### config.mk
export PLATFORM = sky130hd
export DESIGN_NAME = led_segment_serial_writer
export DESIGN_NICKNAME = d
export VERILOG_FILES = /design/src/hdl/lsw_pkg.sv /design/src/hdl/lsw_shifter.sv /design/src/hdl/lsw_seq.sv /design/src/hdl/led_segment_serial_writer.sv
export SDC_FILE = /design/constraint.sdc
export NUM_CORES = 1
export LEC_CHECK = 0
export BUFFER_PORTS_ARGS = -buffer_cell sky130_fd_sc_hd__buf_4
export CAP_MARGIN = 20
export CORE_UTILIZATION = 59
export DETAILED_ROUTE_END_ITERATION = 16
export PLACE_DENSITY = 0.86
export SLEW_MARGIN = 30
export SYNTH_ARGS = -nofsm -noshare
export SYNTH_HDL_FRONTEND = slang
export SYNTH_SLANG_ARGS = --single-unit
### constraint.sdc
create_clock -name clk -period 2.8 [get_ports clk]
set_input_delay 0.28 -clock clk [delete_from_list [all_inputs] [get_ports clk]]
set_output_delay 0.28 -clock clk [all_outputs]
set_load 0.005 [all_outputs]
### src/hdl/lsw_pkg.sv
// shared types, constants and the segment lookup for the serial led writer
package lsw_pkg;

	// slot counting for one request
	localparam int SlotW          = 6;
	localparam int FrameSlots     = 24;
	localparam int StartSlots     = 4;
	localparam int StopOneByte    = 20;
	localparam int StopTwoBytes   = 36;
	localparam int LastCtlSlot    = 47;
	localparam int LastDigitSlot  = 63;

	// configuration register indexes
	typedef enum logic [2:0] {
		REG_DISPLAY_ON   = 3'd0,
		REG_BRIGHTNESS   = 3'd1,
		REG_MODE_BYTE    = 3'd2,
		REG_DATA_BYTE    = 3'd3,
		REG_ADDRESS_BASE = 3'd4,
		REG_CONTROL_BASE = 3'd5
	} reg_index_t;

	// request kinds
	typedef enum logic {
		CMD_CONTROL = 1'b0,
		CMD_DIGIT   = 1'b1
	} command_t;

	// which byte the shifter takes on a load
	typedef enum logic [1:0] {
		SEL_FIRST  = 2'd0,
		SEL_SECOND = 2'd1,
		SEL_THIRD  = 2'd2
	} byte_sel_t;

	// shifter control from the sequencer
	typedef struct packed {
		logic      load;
		logic      shift;
		byte_sel_t sel;
	} shift_ctl_t;

	// line levels for one slot
	typedef struct packed {
		logic strobe;
		logic clk;
		logic dio;
	} pins_t;

	localparam logic [7:0] DotMask = 8'h80;

	// 7-segment pattern, blank above nine
	function automatic logic [7:0] seg_pattern(input logic [3:0] digit);
		logic [7:0] pat;
		unique case (digit)
			4'd0:    pat = 8'h3F;
			4'd1:    pat = 8'h06;
			4'd2:    pat = 8'h5B;
			4'd3:    pat = 8'h4F;
			4'd4:    pat = 8'h66;
			4'd5:    pat = 8'h6D;
			4'd6:    pat = 8'h7D;
			4'd7:    pat = 8'h07;
			4'd8:    pat = 8'h7F;
			4'd9:    pat = 8'h6F;
			default: pat = 8'h00;
		endcase
		return pat;
	endfunction

endpackage

### src/hdl/lsw_shifter.sv
// byte shift register, one bit out at a time, lsb first
module lsw_shifter (
	input  logic               clk,
	input  lsw_pkg::shift_ctl_t ctl,
	input  logic [7:0]         load_byte,
	output logic               bit_out
);
	import lsw_pkg::*;

	logic [7:0] data_q;

	// load a new byte or move the next bit down
	always_ff @(posedge clk) begin
		if (ctl.load) begin
			data_q <= load_byte;
		end else if (ctl.shift) begin
			data_q <= {1'b0, data_q[7:1]};
		end
	end

	assign bit_out = data_q[0];

endmodule

### src/hdl/lsw_seq.sv
// slot sequencer: counts slots, decodes line levels, holds the output register
module lsw_seq (
	input  logic                clk,
	input  logic                arst_n,
	input  logic                start,
	input  logic                start_cmd,
	output logic                idle,
	input  logic                bit_in,
	output lsw_pkg::shift_ctl_t ctl,
	output logic                out_valid,
	input  logic                out_ready,
	output logic                strobe_pin,
	output logic                clock_pin,
	output logic                data_pin,
	output logic                last
);
	import lsw_pkg::*;

	logic             busy_q;
	command_t         cmd_q;
	logic [SlotW-1:0] slot_q;
	logic             valid_q;
	pins_t            pins_q;
	logic             last_q;

	logic             step;
	logic             second;
	logic             two_bytes;
	logic [SlotW-1:0] f;
	logic [SlotW-1:0] stop_at;
	logic [SlotW-1:0] stop_off;
	logic             in_bits;
	logic             last_slot;
	pins_t            pins_d;

	// advance one slot when the output register is free
	assign step = busy_q && (!valid_q || out_ready);

	// position inside the current frame
	assign second    = slot_q >= SlotW'(FrameSlots);
	assign f         = second ? slot_q - SlotW'(FrameSlots) : slot_q;
	assign two_bytes = second && (cmd_q == CMD_DIGIT);
	assign stop_at   = two_bytes ? SlotW'(StopTwoBytes) : SlotW'(StopOneByte);
	assign stop_off  = f - stop_at;
	assign in_bits   = (f >= SlotW'(StartSlots)) && (f < stop_at);
	assign last_slot = slot_q == ((cmd_q == CMD_DIGIT) ? SlotW'(LastDigitSlot)
		: SlotW'(LastCtlSlot));

	// line levels for this slot
	always_comb begin
		pins_d = '1;
		if (f < SlotW'(StartSlots)) begin
			unique case (f[1:0])
				2'd0:    pins_d = '{strobe: 1'b1, clk: 1'b1, dio: 1'b1};
				2'd1:    pins_d = '{strobe: 1'b1, clk: 1'b1, dio: 1'b1};
				2'd2:    pins_d = '{strobe: 1'b0, clk: 1'b1, dio: 1'b0};
				default: pins_d = '{strobe: 1'b0, clk: 1'b0, dio: 1'b0};
			endcase
		end else if (in_bits) begin
			pins_d = '{strobe: 1'b0, clk: f[0], dio: bit_in};
		end else begin
			unique case (stop_off[1:0])
				2'd0:    pins_d = '{strobe: 1'b1, clk: 1'b0, dio: 1'b0};
				2'd1:    pins_d = '{strobe: 1'b1, clk: 1'b1, dio: 1'b0};
				default: pins_d = '{strobe: 1'b1, clk: 1'b1, dio: 1'b1};
			endcase
		end
	end

	// shifter control: load before the first bit and between the two bytes
	always_comb begin
		ctl.load  = step && ((f == SlotW'(StartSlots - 1))
			|| (two_bytes && f == SlotW'(StopOneByte - 1)));
		ctl.shift = step && in_bits && f[0] && !ctl.load;
		if (f == SlotW'(StartSlots - 1)) begin
			ctl.sel = second ? SEL_SECOND : SEL_FIRST;
		end else begin
			ctl.sel = SEL_THIRD;
		end
	end

	// request and slot tracking
	always_ff @(posedge clk or negedge arst_n) begin
		if (!arst_n) begin
			busy_q <= 1'b0;
			cmd_q  <= CMD_CONTROL;
			slot_q <= '0;
		end else if (start) begin
			busy_q <= 1'b1;
			cmd_q  <= command_t'(start_cmd);
			slot_q <= '0;
		end else if (step) begin
			if (last_slot) begin
				busy_q <= 1'b0;
				slot_q <= '0;
			end else begin
				slot_q <= slot_q + SlotW'(1);
			end
		end
	end

	// output register, lines idle high
	always_ff @(posedge clk or negedge arst_n) begin
		if (!arst_n) begin
			valid_q <= 1'b0;
			pins_q  <= '1;
			last_q  <= 1'b0;
		end else if (step) begin
			valid_q <= 1'b1;
			pins_q  <= pins_d;
			last_q  <= last_slot;
		end else if (out_ready) begin
			valid_q <= 1'b0;
		end
	end

	assign idle       = !busy_q;
	assign out_valid  = valid_q;
	assign strobe_pin = pins_q.strobe;
	assign clock_pin  = pins_q.clk;
	assign data_pin   = pins_q.dio;
	assign last       = last_q;

`ifndef SYNTH
	a_start_idle: assert property (@(posedge clk) disable iff (!arst_n)
		start |-> !busy_q) else $error("request taken while busy");
	a_load_shift: assert property (@(posedge clk) disable iff (!arst_n)
		!(ctl.load && ctl.shift)) else $error("load and shift together");
	a_end_idle: assert property (@(posedge clk) disable iff (!arst_n)
		(step && last_slot) |=> (!busy_q && valid_q && last_q))
		else $error("final slot did not end the request");
	a_ctl_len: assert property (@(posedge clk) disable iff (!arst_n)
		(busy_q && cmd_q == CMD_CONTROL) |-> (slot_q <= SlotW'(LastCtlSlot)))
		else $error("control request ran past its length");
`endif

endmodule

### src/hdl/led_segment_serial_writer.sv
// Strobe/clock/data serial led driver, one line-level result per slot.
// A control request gives 48 results, a digit request 64, one per cycle while
// out_ready is high; the accept sets the sequencer busy, and the first result
// is then registered in the output register. One request at a time: the slot
// counter in the sequencer holds in_ready low until the final slot is registered,
// so a new request is taken only once the last one is through. Reset: lines idle high, no result.
module led_segment_serial_writer (
	input  logic       clk,
	input  logic       arst_n,
	input  logic       in_valid,
	output logic       in_ready,
	input  logic       command,
	input  logic [3:0] position,
	input  logic [3:0] digit,
	input  logic [1:0] dot,
	output logic       out_valid,
	input  logic       out_ready,
	output logic       strobe_pin,
	output logic       clock_pin,
	output logic       data_pin,
	output logic       last,
	input  logic       cfg_we,
	input  logic [2:0] cfg_index,
	input  logic [7:0] cfg_data
);
	import lsw_pkg::*;

	logic       display_on_q;
	logic [3:0] brightness_q;
	logic [7:0] mode_byte_q;
	logic [7:0] data_byte_q;
	logic [7:0] address_base_q;
	logic [7:0] control_base_q;

	logic       cmd_q;
	logic [3:0] position_q;
	logic [3:0] digit_q;
	logic [1:0] dot_q;

	logic       idle;
	logic       start;
	logic       shift_bit;
	shift_ctl_t ctl;
	logic [2:0] bri;
	logic [7:0] ctl_byte;
	logic [7:0] seg_byte;
	logic [7:0] load_byte;

	// configuration registers
	always_ff @(posedge clk or negedge arst_n) begin
		if (!arst_n) begin
			display_on_q   <= 1'b1;
			brightness_q   <= 4'd7;
			mode_byte_q    <= 8'd3;
			data_byte_q    <= 8'd68;
			address_base_q <= 8'd192;
			control_base_q <= 8'd128;
		end else if (cfg_we) begin
			unique case (cfg_index)
				REG_DISPLAY_ON:   display_on_q   <= cfg_data[0];
				REG_BRIGHTNESS:   brightness_q   <= cfg_data[3:0];
				REG_MODE_BYTE:    mode_byte_q    <= cfg_data;
				REG_DATA_BYTE:    data_byte_q    <= cfg_data;
				REG_ADDRESS_BASE: address_base_q <= cfg_data;
				REG_CONTROL_BASE: control_base_q <= cfg_data;
				default: ;
			endcase
		end
	end

	assign in_ready = idle;
	assign start    = in_valid && idle;

	// request capture
	always_ff @(posedge clk) begin
		if (start) begin
			cmd_q      <= command;
			position_q <= position;
			digit_q    <= digit;
			dot_q      <= dot;
		end
	end

	// frame bytes; brightness saturates at seven
	assign bri      = brightness_q[3] ? 3'd7 : brightness_q[2:0];
	assign ctl_byte = control_base_q | {4'b0, display_on_q, bri};

	always_comb begin
		seg_byte = seg_pattern(digit_q);
		if ((dot_q == 2'd1 && position_q == 4'd2) || (dot_q == 2'd2 && position_q == 4'd0)) begin
			seg_byte = seg_byte | DotMask;
		end
	end

	// byte for the next load
	always_comb begin
		unique case (ctl.sel)
			SEL_FIRST:  load_byte = (cmd_q == CMD_DIGIT) ? data_byte_q : mode_byte_q;
			SEL_SECOND: load_byte = (cmd_q == CMD_DIGIT)
				? (address_base_q | {4'b0, position_q}) : ctl_byte;
			default:    load_byte = seg_byte;
		endcase
	end

	lsw_shifter u_shifter (
		.clk       (clk),
		.ctl       (ctl),
		.load_byte (load_byte),
		.bit_out   (shift_bit)
	);

	lsw_seq u_seq (
		.clk        (clk),
		.arst_n     (arst_n),
		.start      (start),
		.start_cmd  (command),
		.idle       (idle),
		.bit_in     (shift_bit),
		.ctl        (ctl),
		.out_valid  (out_valid),
		.out_ready  (out_ready),
		.strobe_pin (strobe_pin),
		.clock_pin  (clock_pin),
		.data_pin   (data_pin),
		.last       (last)
	);

endmodule

# Word level (Yosys, flattened, before mapping)
# Memories as Yosys holds them, arrays and structs flattened. A register that Yosys moved wholly into a read port is not among the register bits.
# Cells that the tools add are included.
# W data, S select, Z words.
# word_totals
regBits,69
latchBits,0
mem_bits_rw,0
romBits,112
input_bits,27
out_inout_bits,6
mem_count,1
# memory_table
memory,words,width,rd,rd_ports_with_merged_regs,wr,line_no,text
(no name shown),16,7,1,1,0,lsw_pkg.sv:55,unique case (digit)
# classes
n_addsub,3
mul,0
div_mod_pow,0
order_cmp,4
eq_ne,15
shift,0
n_mux,25
bitwise_logic,2
n_reduce_logical,34
# op_table
op,count
$mux W8,5
$mux W6,5
$or A8 B4 Y8,2
$pmux W8 S2,1
$reduce_and A2 Y1,7
$logic_and A1 B1 Y1,11
$mux W3,3
$eq A2 B1 Y1 const B,4
$reduce_bool A2 Y1,4
$add A6 B1 Y6 const B,1
$eq A3 B2 Y1 const B,2
$eq A3 B3 Y1 const B,2
$eq A6 B2 Y1 const B,1
$eq A6 B5 Y1 const B,1
$eq A6 B6 Y1,1
$ge A6 B3 Y1 const B,1
$ge A6 B5 Y1 const B,1
$logic_not A2 Y1,3
$lt A6 B3 Y1 const B,1
$lt A6 B6 Y1,1
$mux W1,6
$pmux W3 S2,1
$sub A6 B5 Y6 const B,1
$mux W5,1
12 further kinds,17

# Depth between registers and ports, before layout
# Gate-level depths: netlist of the first run.
# logic_depth
ltp_word,10
mapped_depth,10
depth_no_buf,9

# Modules after synthesis
# Synthesis of the first run repeated with hierarchy kept, for this count alone.
# hier_totals
hier_cells,310
hier_area_um2,3948.8
# modules_own_cells
mod,n_inst,cells_each,area_each_um2,seq_area_each_um2
led_segment_serial_writer,1,189,2652.5,1410.1
lsw_seq,1,103,925.9,329.1
lsw_shifter,1,18,370.4,240.2

# Worst setup path before layout of the first run
# Ideal clock, no wire load.
# synth_path
path_kind,flip-flop to flip-flop
start,register u_seq.slot_q[3]
end,"register u_shifter.data_q[0], enable pin"
arrival_ps,2037
path_slack_ps,428
path_stages_with_launch,10
period_less_slack_ps,2372
cell_sequence,dfrtp_1 > buf_6 > and2_1 > o21ai_0 > inv_1 > ha_1 > o21ai_0 > a31oi_1 > nor4_1 > o31a_1
# synth_via
elab_chain_cells,9
elab_cells_between_ends,18
classes_between,1 x add/sub; 3 x order compare; 2 x eq/ne; 2 x mux; 10 x reduce/logical
# synth_rtl
element,line_no,text
from (decl),lsw_seq.sv:21,logic [SlotW-1:0] slot_q;
from (signal assigned),lsw_seq.sv:97,slot_q <= slot_q + SlotW'(1);
$ge A6 B5 Y1 / $sub A6 B5 Y6 (equally long branches),"lsw_seq.sv:40, lsw_seq.sv:41",
$logic_and A1 B1 Y1 / $mux W6 (equally long branches),"lsw_seq.sv:42, lsw_seq.sv:41",
$mux W6 / $eq A6 B5 Y1 (equally long branches),"lsw_seq.sv:43, lsw_seq.sv:73",
$lt A6 B6 Y1 / $logic_and A1 B1 Y1 (equally long branches),"lsw_seq.sv:45, lsw_seq.sv:73",
$logic_and A1 B1 Y1 / $logic_or A1 B1 Y1 (equally long branches),"lsw_seq.sv:45, lsw_seq.sv:73",
$logic_and A1 B1 Y1 (on tied branches),"lsw_seq.sv:74, lsw_seq.sv:72",
$logic_and A1 B1 Y1 / $logic_not A1 Y1 (equally long branches),lsw_seq.sv:74,ctl.shift = step && in_bits && f[0] && !ctl.load;
$logic_and A1 B1 Y1,lsw_seq.sv:74,
$reduce_bool A2 Y1 (no source line) (*),--,
to (signal assigned),lsw_shifter.sv:15,data_q <= load_byte;
to (signal assigned),lsw_shifter.sv:17,"data_q <= {1'b0, data_q[7:1]};"
to (decl),lsw_shifter.sv:10,logic [7:0] data_q;
# Every way passes the cells marked *; elsewhere a longest branch is shown, timed or not.
# A chain may end at the register's enable or synchronous reset.

# Final worst setup path of the first run
# layout_path
start,register u_seq.slot_q[3]
end,"register u_shifter.data_q[7], enable pin"
# Same word-level chain as after synthesis.

==> run summary, run 1 <==
Antenna fix cells - 0
Main combinational cell family by area after synthesis - multiplexers
Post-synthesis compound-gate area fraction - 9.58%
Synth warnings - 0
Critical path type - flip-flop to flip-flop
Switching share of total power - 31.5%
Most frequent cells in the layout - mux2_2 (50), buf_4 (37), dfrtp_1 (36)
Most common cell after layout, fill and taps aside - mux2_2
Distinct cells, synth - 49
Synth Area per Inst - 12.0 µm²
Clk_skew - 0.00778 ns
DR WL/cell - 17.3 µm
WP data required - 2.84 ns
First-pass GRT wire length - 12.0 mm
Max VDD drop - 0.000509 V
Seq/Total Area, Yosys - 53.4%
Largest stage delay, worst path - 0.49 ns
Clock power frac - 25.4%
Reg power frac - 46.6%
Nets - 387
Total GRT Usage - 24.7%
Hold Fails Final Rpt - 0
Die area - 0.00661 mm²
PortBufs - 32
Internal power - 0.00237 W
Max Cap Violations - 0
Combinational power share - 28.1%
CP arrival - 2.65 ns
Pwr Total - 0.00346 W
Crit path time final - 2.61 ns
Least-Margin Pin Slew - 0.829 ns
Core area - 0.00599 mm²
#FFs+latches synth - 76
Post-Synth Adder-Cell Area - 4.39%
Die height - 81.3 µm
Clk slew on worst S/H paths - 0.08 ns
Share of cells above drive strength 1 - 36.1%
Power Density - 819 mW/mm²
Number of synthesized flops with an enable pin - 19
Reported net switching power - 0.00109 W
Post-DP HPWL - 5.07 mm
Status - complete, no violations
Synthesized cell area - 0.00371 mm²
Slowest-stage cell, CP - dfrtp_1
RSZ-0062 raised after global routing - no
Insertion delay to the later sink of the worst-skew pair - 0.35 ns
CTS H-tree depth - 3
Mux contribution to synthesized area - 16.8%
DR iter-0 viols - 120
Drt first pass iters - 4
Setup TNS - 0 ns
Initial antenna violation count - 0
Starting Density - 61.9%
Async S/R FF share, synth - 65.8%
DR DRC count - 0
Hold crit path type - input port to flip-flop
Delay-heaviest family, CP - compound AO/OA/AOI/OAI gates
Synth-to-Final Area Change - 13.8%
Crit-path max FO - 10
Post-route clock period utilization - 93.2%
CTS Root Cell - clkbuf_8
Vias per std cell - 5.94
Worst path cell trace - ha_1 -> o22ai_1 -> inv_1 -> ha_1 -> o21ai_0 -> a31oi_1 -> nor4_1 -> o31a_2
CTS tree - yes
TritonCTS sink count - 76
Gpl congestion - 0.830
Rows - 28
Achievable Freq - 383 MHz
Mapped Cells - 309
Pin count of the biggest net entering global routing - 51
Element type at the critical path end - flip-flop
DP Area - 0.00400 mm²
Leak pwr - 1.78 nW
Crit path launch type - flip-flop
Max Slew Vio Count - 0
Most used cell, CP - ha_1
Routed Wire Length - 7.37 mm
# IOs - 33
Total grt overflow - 0
Final instance area - 0.00422 mm²
Final number of setup-violating endpoints - 0
Remaining antenna violation count after routing - 0
DIE WIDTH - 81.3 µm
Primary FF master, synth - dfrtp_1
Relative slew slack - 44.5%
Vias - 2536
Cts bufs inserted - 9
Final Util - 70.5%
Xor and xnor area share after synthesis - 1.65%
Net count after synthesis - 349
CP Buf/Inv Count - 1
Clock tree buffer depth - 2
Vias in the first global route - 2531
Post-Synth Simple-Gate Area - 11.1%
==> sequential cells by signal (all words and copies together) (netlist names) <==
register and cells:
brightness_q 4, u_shifter.data_q 8, data_byte_q 8, u_seq.cmd_q 1, display_on_q 1, dot_q 2
mode_byte_q 8, digit_q 4, u_seq.out_valid 1, position_q 4, seg_byte 7, u_seq.last 1
address_base_q 8, u_seq.data_pin 1, cmd_q 1, u_seq.strobe_pin 1, u_seq.slot_q 6, control_base_q 8
u_seq.clock_pin 1, u_seq.busy_q 1
==> routing by layer <==
layer  track usage, %  vias to the layer above  share of wire [%]
li1                 -                     1198                  -
met1             30.7                     1280                 44
met2             42.2                       46                 51
met3             4.49                       12                3.2
met4             10.4                        0                1.6
met5                0                        -                  0
==> through the flow <==
| stage | instances | hold WS [ns] | setup slack (ns) |
|---|---|---|---|
| 2_1_floorplan | 309 | -0.0156 | 0.428 |
| 4_1_cts | 427 | 0.0995 | 0.0846 |
| 6_report | 427 | 0.106 | 0.192 |
| 3_5_place_dp | 410 | 0.344 | 0.112 |
| 5_1_grt | 427 | 0.0959 | 0.0370 |
| 3_3_place_gp | 410 | 0.338 | 0.182 |
==> final timing paths <==
path / from / end / slack, ns / depth (start not counted)
max in group asynchronous: arst_n / address_base_q[2] / 1.86 / 2
hold reg to reg: u_seq.last / u_seq.last / 0.49 / 1
setup reg to reg: u_seq.slot_q[3] / u_shifter.data_q[7] / 0.19 / 8
hold / removal: dot[0] / dot_q[0] / 0.11 / 1
min in group asynchronous: arst_n / address_base_q[3] / 0.51 / 2
setup / recovery: u_seq.slot_q[3] / u_shifter.data_q[7] / 0.19 / 8
==> cell type report <==
class / count / area [µm²]
clock buffers: 10 / 149
fillers: 428 / 1770
well taps: 75 / 93.8
flip-flops and latches: 76 / 1980
inverters: 9 / 33.8
repair buffers: 38 / 288
clock inverters: 6 / 60.1
multi-input cells: 213 / 1620
==> cells in the mapped netlist (7+ instances only) <==
master,instances,area share [%]
mux2_2,50,15
dfrtp_1,36,24
nor2_1,32,3.2
edfxtp_1,19,15
nand2_1,15,1.5
dfstp_2,14,9.9
ha_1,13,4.4
o22ai_1,12,2.0
o21ai_0,11,1.5
inv_1,9,0.91
a21oi_1,8,1.1
dfxtp_1,7,3.8
nor3_1,7,0.94
==> cell families (layout without fill, tap and decap cells) <==
| logic type | Yosys count | count (layout) |
|---|---|---|
| and+or+nand+nor | 85 | 85 |
| DFF | 76 | 76 |
| muxes | 56 | 56 |
| AOI/OAI and AO/OA | 52 | 52 |
| buffers and inverters | 20 | 63 |
| adders and majority gates | 13 | 13 |
| xor gates and xnor gates | 7 | 7 |
==> worst register-to-register path, cell delays in order, from the launching register on <==
cell and delay, ns:
dfrtp_1 0.49, ha_1 0.33, o22ai_1 0.19, inv_1 0.08
ha_1 0.26, o21ai_0 0.15, a31oi_1 0.09, nor4_1 0.38
o31a_2 0.32
==> power by group through the flow <==
stage               combinational, W  sequential [W]  clock [W]
CTS                         0.000971         0.00161   0.000882
floorplan                   0.000795         0.00155          0
global placement            0.000926         0.00161          0
detailed placement          0.000961         0.00163          0
finish                      0.000970         0.00161   0.000878
global route                 0.00108         0.00164   0.000926
==> timing repair <==
| item | in CTS | in global routing |
|---|---|---|
| gates resized for setup | 0 | 1 |
| hold endpoints to repair | 36 | 0 |
| hold buffers | 1 | 0 |
| buffers inserted | 0 | 0 |
| endpoints found under the setup margin | 0 | 8 |
Power figures use the tool's default switching activity.
==> run 2: changes to the inputs <==
- CELL_PAD_IN_SITES_DETAIL_PLACEMENT: unset -> 2
- CELL_PAD_IN_SITES_GLOBAL_PLACEMENT: unset -> 2
- CORE_UTILIZATION: 59 -> 40
- PLACE_DENSITY: 0.86 -> 0.85
==> run 2 against run 1 <==
Compared with the run above:
- largest power group unchanged
- sequential cell count stayed put
- die area grew 46%
- highest routed layer unchanged
- clock power grew 9.3%
- critical path depth unchanged
- sequential share of layout area decreased by 1.0 points
==> run summary, run 2 (synthesis gave the netlist of run 1 again) <==
Status - complete, no violations
Fillers - 897 (+110%)
Post-route setup slack - 0.204 ns (+0.0125 ns)
Die area - 0.00966 mm² (+46%)
TritonCTS sink count - 76 (unchanged)
Max Slew Vio Count - 0 (unchanged)
Insertion delay to the later sink of the worst-skew pair - 0.37 ns (+0.02 ns)
Most common cell after layout, fill and taps aside - mux2_2
Post-DP HPWL - 6.88 mm (+36%)
PortBufs - 32 (unchanged)
Least-Margin Pin Slew - 0.813 ns (-0.0164 ns)
DR iter-0 viols - 115 (-4.2%)
Setup TNS - 0 ns (unchanged)
RSZ-0062 raised after global routing - no
Hold Crit Start - position[3]
Clock tree buffer depth - 2 (unchanged)
Reg2reg start - u_seq.slot_q[3]
Hold crit path type - input port to flip-flop
Initial antenna violation count - 0 (unchanged)
Power Density - 847 mW/mm² (+3.4%)
Core area - 0.00885 mm² (+48%)
CTS H-tree depth - 3 (unchanged)
Element type at the critical path end - flip-flop
Total GRT Usage - 22.6% (-2.1 points)
WP data required - 2.85 ns (about the same)
Crit path launch type - flip-flop
First-pass GRT wire length - 16.4 mm (+37%)
Die height - 98.3 µm (+21%)
CTS tree - yes
Remaining antenna violation count after routing - 0 (unchanged)
Most used cell, CP - ha_1
Final Util - 48.8% (-22 points)
DR WL/cell - 21.3 µm (+24%)
Achievable Freq - 385 MHz (+0.48%)
Share of cells above drive strength 1 - 36.5% (+0.44 points)
Max Cap Violations - 0 (unchanged)
Max VDD drop - 0.000410 V (-19%)
Drt first pass iters - 6 (+2)
Crit path launch - u_seq.slot_q[3]
Pin count of the biggest net entering global routing - 51 (unchanged)
Cts bufs inserted - 9 (unchanged)
Gpl congestion - 0.764 (-8.0%)
DR DRC count - 0 (unchanged)
Total grt overflow - 0 (unchanged)
Final number of setup-violating endpoints - 0 (unchanged)
Clk_skew - 0.0142 ns (+0.00642 ns)
Largest stage delay, worst path - 0.43 ns (-0.06 ns)
Leak pwr - 1.81 nW (+1.6%)
Vias in the first global route - 2969 (+17%)
Post-route clock period utilization - 92.7% (-0.45 points)
Vias - 2600 (+2.5%)
Starting Density - 41.9% (-20 points)
Crit-path max FO - 8 (-2)
Slowest-stage cell, CP - nor4_1
Nets - 391 (+1.0%)
Rows - 34 (+21%)
Antenna fix cells - 0 (unchanged)
Routed Wire Length - 9.90 mm (+34%)
Worst path cell trace - ha_1 -> o22ai_1 -> inv_1 -> ha_1 -> o21ai_0 -> a31oi_1 -> nor4_1 -> o31a_2
Crit path time final - 2.60 ns (-0.0125 ns)
CTS Root Cell - clkbuf_8
Pre-CTS setup slack - 0.0546 ns (-0.0578 ns)
# IOs - 33 (unchanged)
Vias per std cell - 5.60 (-5.7%)
Hold Fails Final Rpt - 0 (unchanged)
Synth-to-Final Area Change - 16.4%
CP arrival - 2.65 ns (about the same)
Clk slew on worst S/H paths - 0.08 ns (about the same)
Most frequent cells in the layout - mux2_2 (50), buf_4 (41), dfrtp_1 (36)
DIE WIDTH - 98.3 µm (+21%)
Relative slew slack - 44.3% (-0.25 points)
Critical path type - flip-flop to flip-flop
run 2: layout make-up:
| class | count | area (µm²) | share of cell area, % |
|---|---|---|---|
| multi-input combinational | 213 | 1620 | 37.5 |
| timing repair buffer | 42 | 318 | 7.36 |
| clock buffer | 14 | 216 | 5.01 |
| inverter | 9 | 33.8 | 0.782 |
| sequential | 76 | 1980 | 45.8 |
| clock inverter | 2 | 17.5 | 0.406 |
| tap | 108 | 135 | 3.13 |
run 2: timing repair:
action                     in CTS  in global routing
setup buffers                   0                  0
hold endpoints to repair       36                  0
hold buffers                    1                  0
setup endpoints to repair       0                  8
resized for setup               0                  1
run 2: where the power goes:
group / leakage (nW) / internal (W) / switching (W)
clock network: 0.119 / 0.000515 / 0.000445
logic: 0.878 / 0.000498 / 0.000596
registers: 0.810 / 0.00144 / 0.000166
total: 1.81 / 0.00245 / 0.00121
run 2: critical path: cells and delay by family (launching register included):
family	cells	cell delay [ns]
AOI/OAI and AO/OA	4	0.81
adders and majority gates	2	0.58
buffers and inverters	1	0.08
DFF	1	0.40
and+or+nand+nor	1	0.43
run 2: stage by stage:
step	hold WS (ns)	total power (W)	cell area [µm²]	cells
2_1_floorplan	-0.0156	0.00234	3710	309
3_3_place_gp	0.344	0.00260	4070	447
3_5_place_dp	0.362	0.00271	4070	447
4_1_cts	0.0783	0.00369	4320	464
5_1_grt	0.0790	0.00387	4320	464
6_report	0.0966	0.00366	4320	464
run 2: final timing paths:
path	end	slack, ns	cells past startpoint
min in group asynchronous	control_base_q[4]	0.49	2
hold reg to reg	control_base_q[4]	0.51	1
max in group asynchronous	mode_byte_q[2]	1.88	2
setup reg to reg	u_shifter.data_q[2]	0.20	8
setup / recovery	u_shifter.data_q[2]	0.20	8
hold / removal	position_q[3]	0.1	1
run 2: layer usage:
layer | vias up | wire length, µm | part of all wire (%) | GRT usage, %
met1 | 1346 | 4200 | 42 | 27.6
met2 | 33 | 5300 | 54 | 40.4
met4 | 0 | 193 | 2.0 | 8.27
li1 | 1206 | - | - | -
met3 | 15 | 202 | 2.0 | 3.58
met5 | - | 0 | 0 | 0
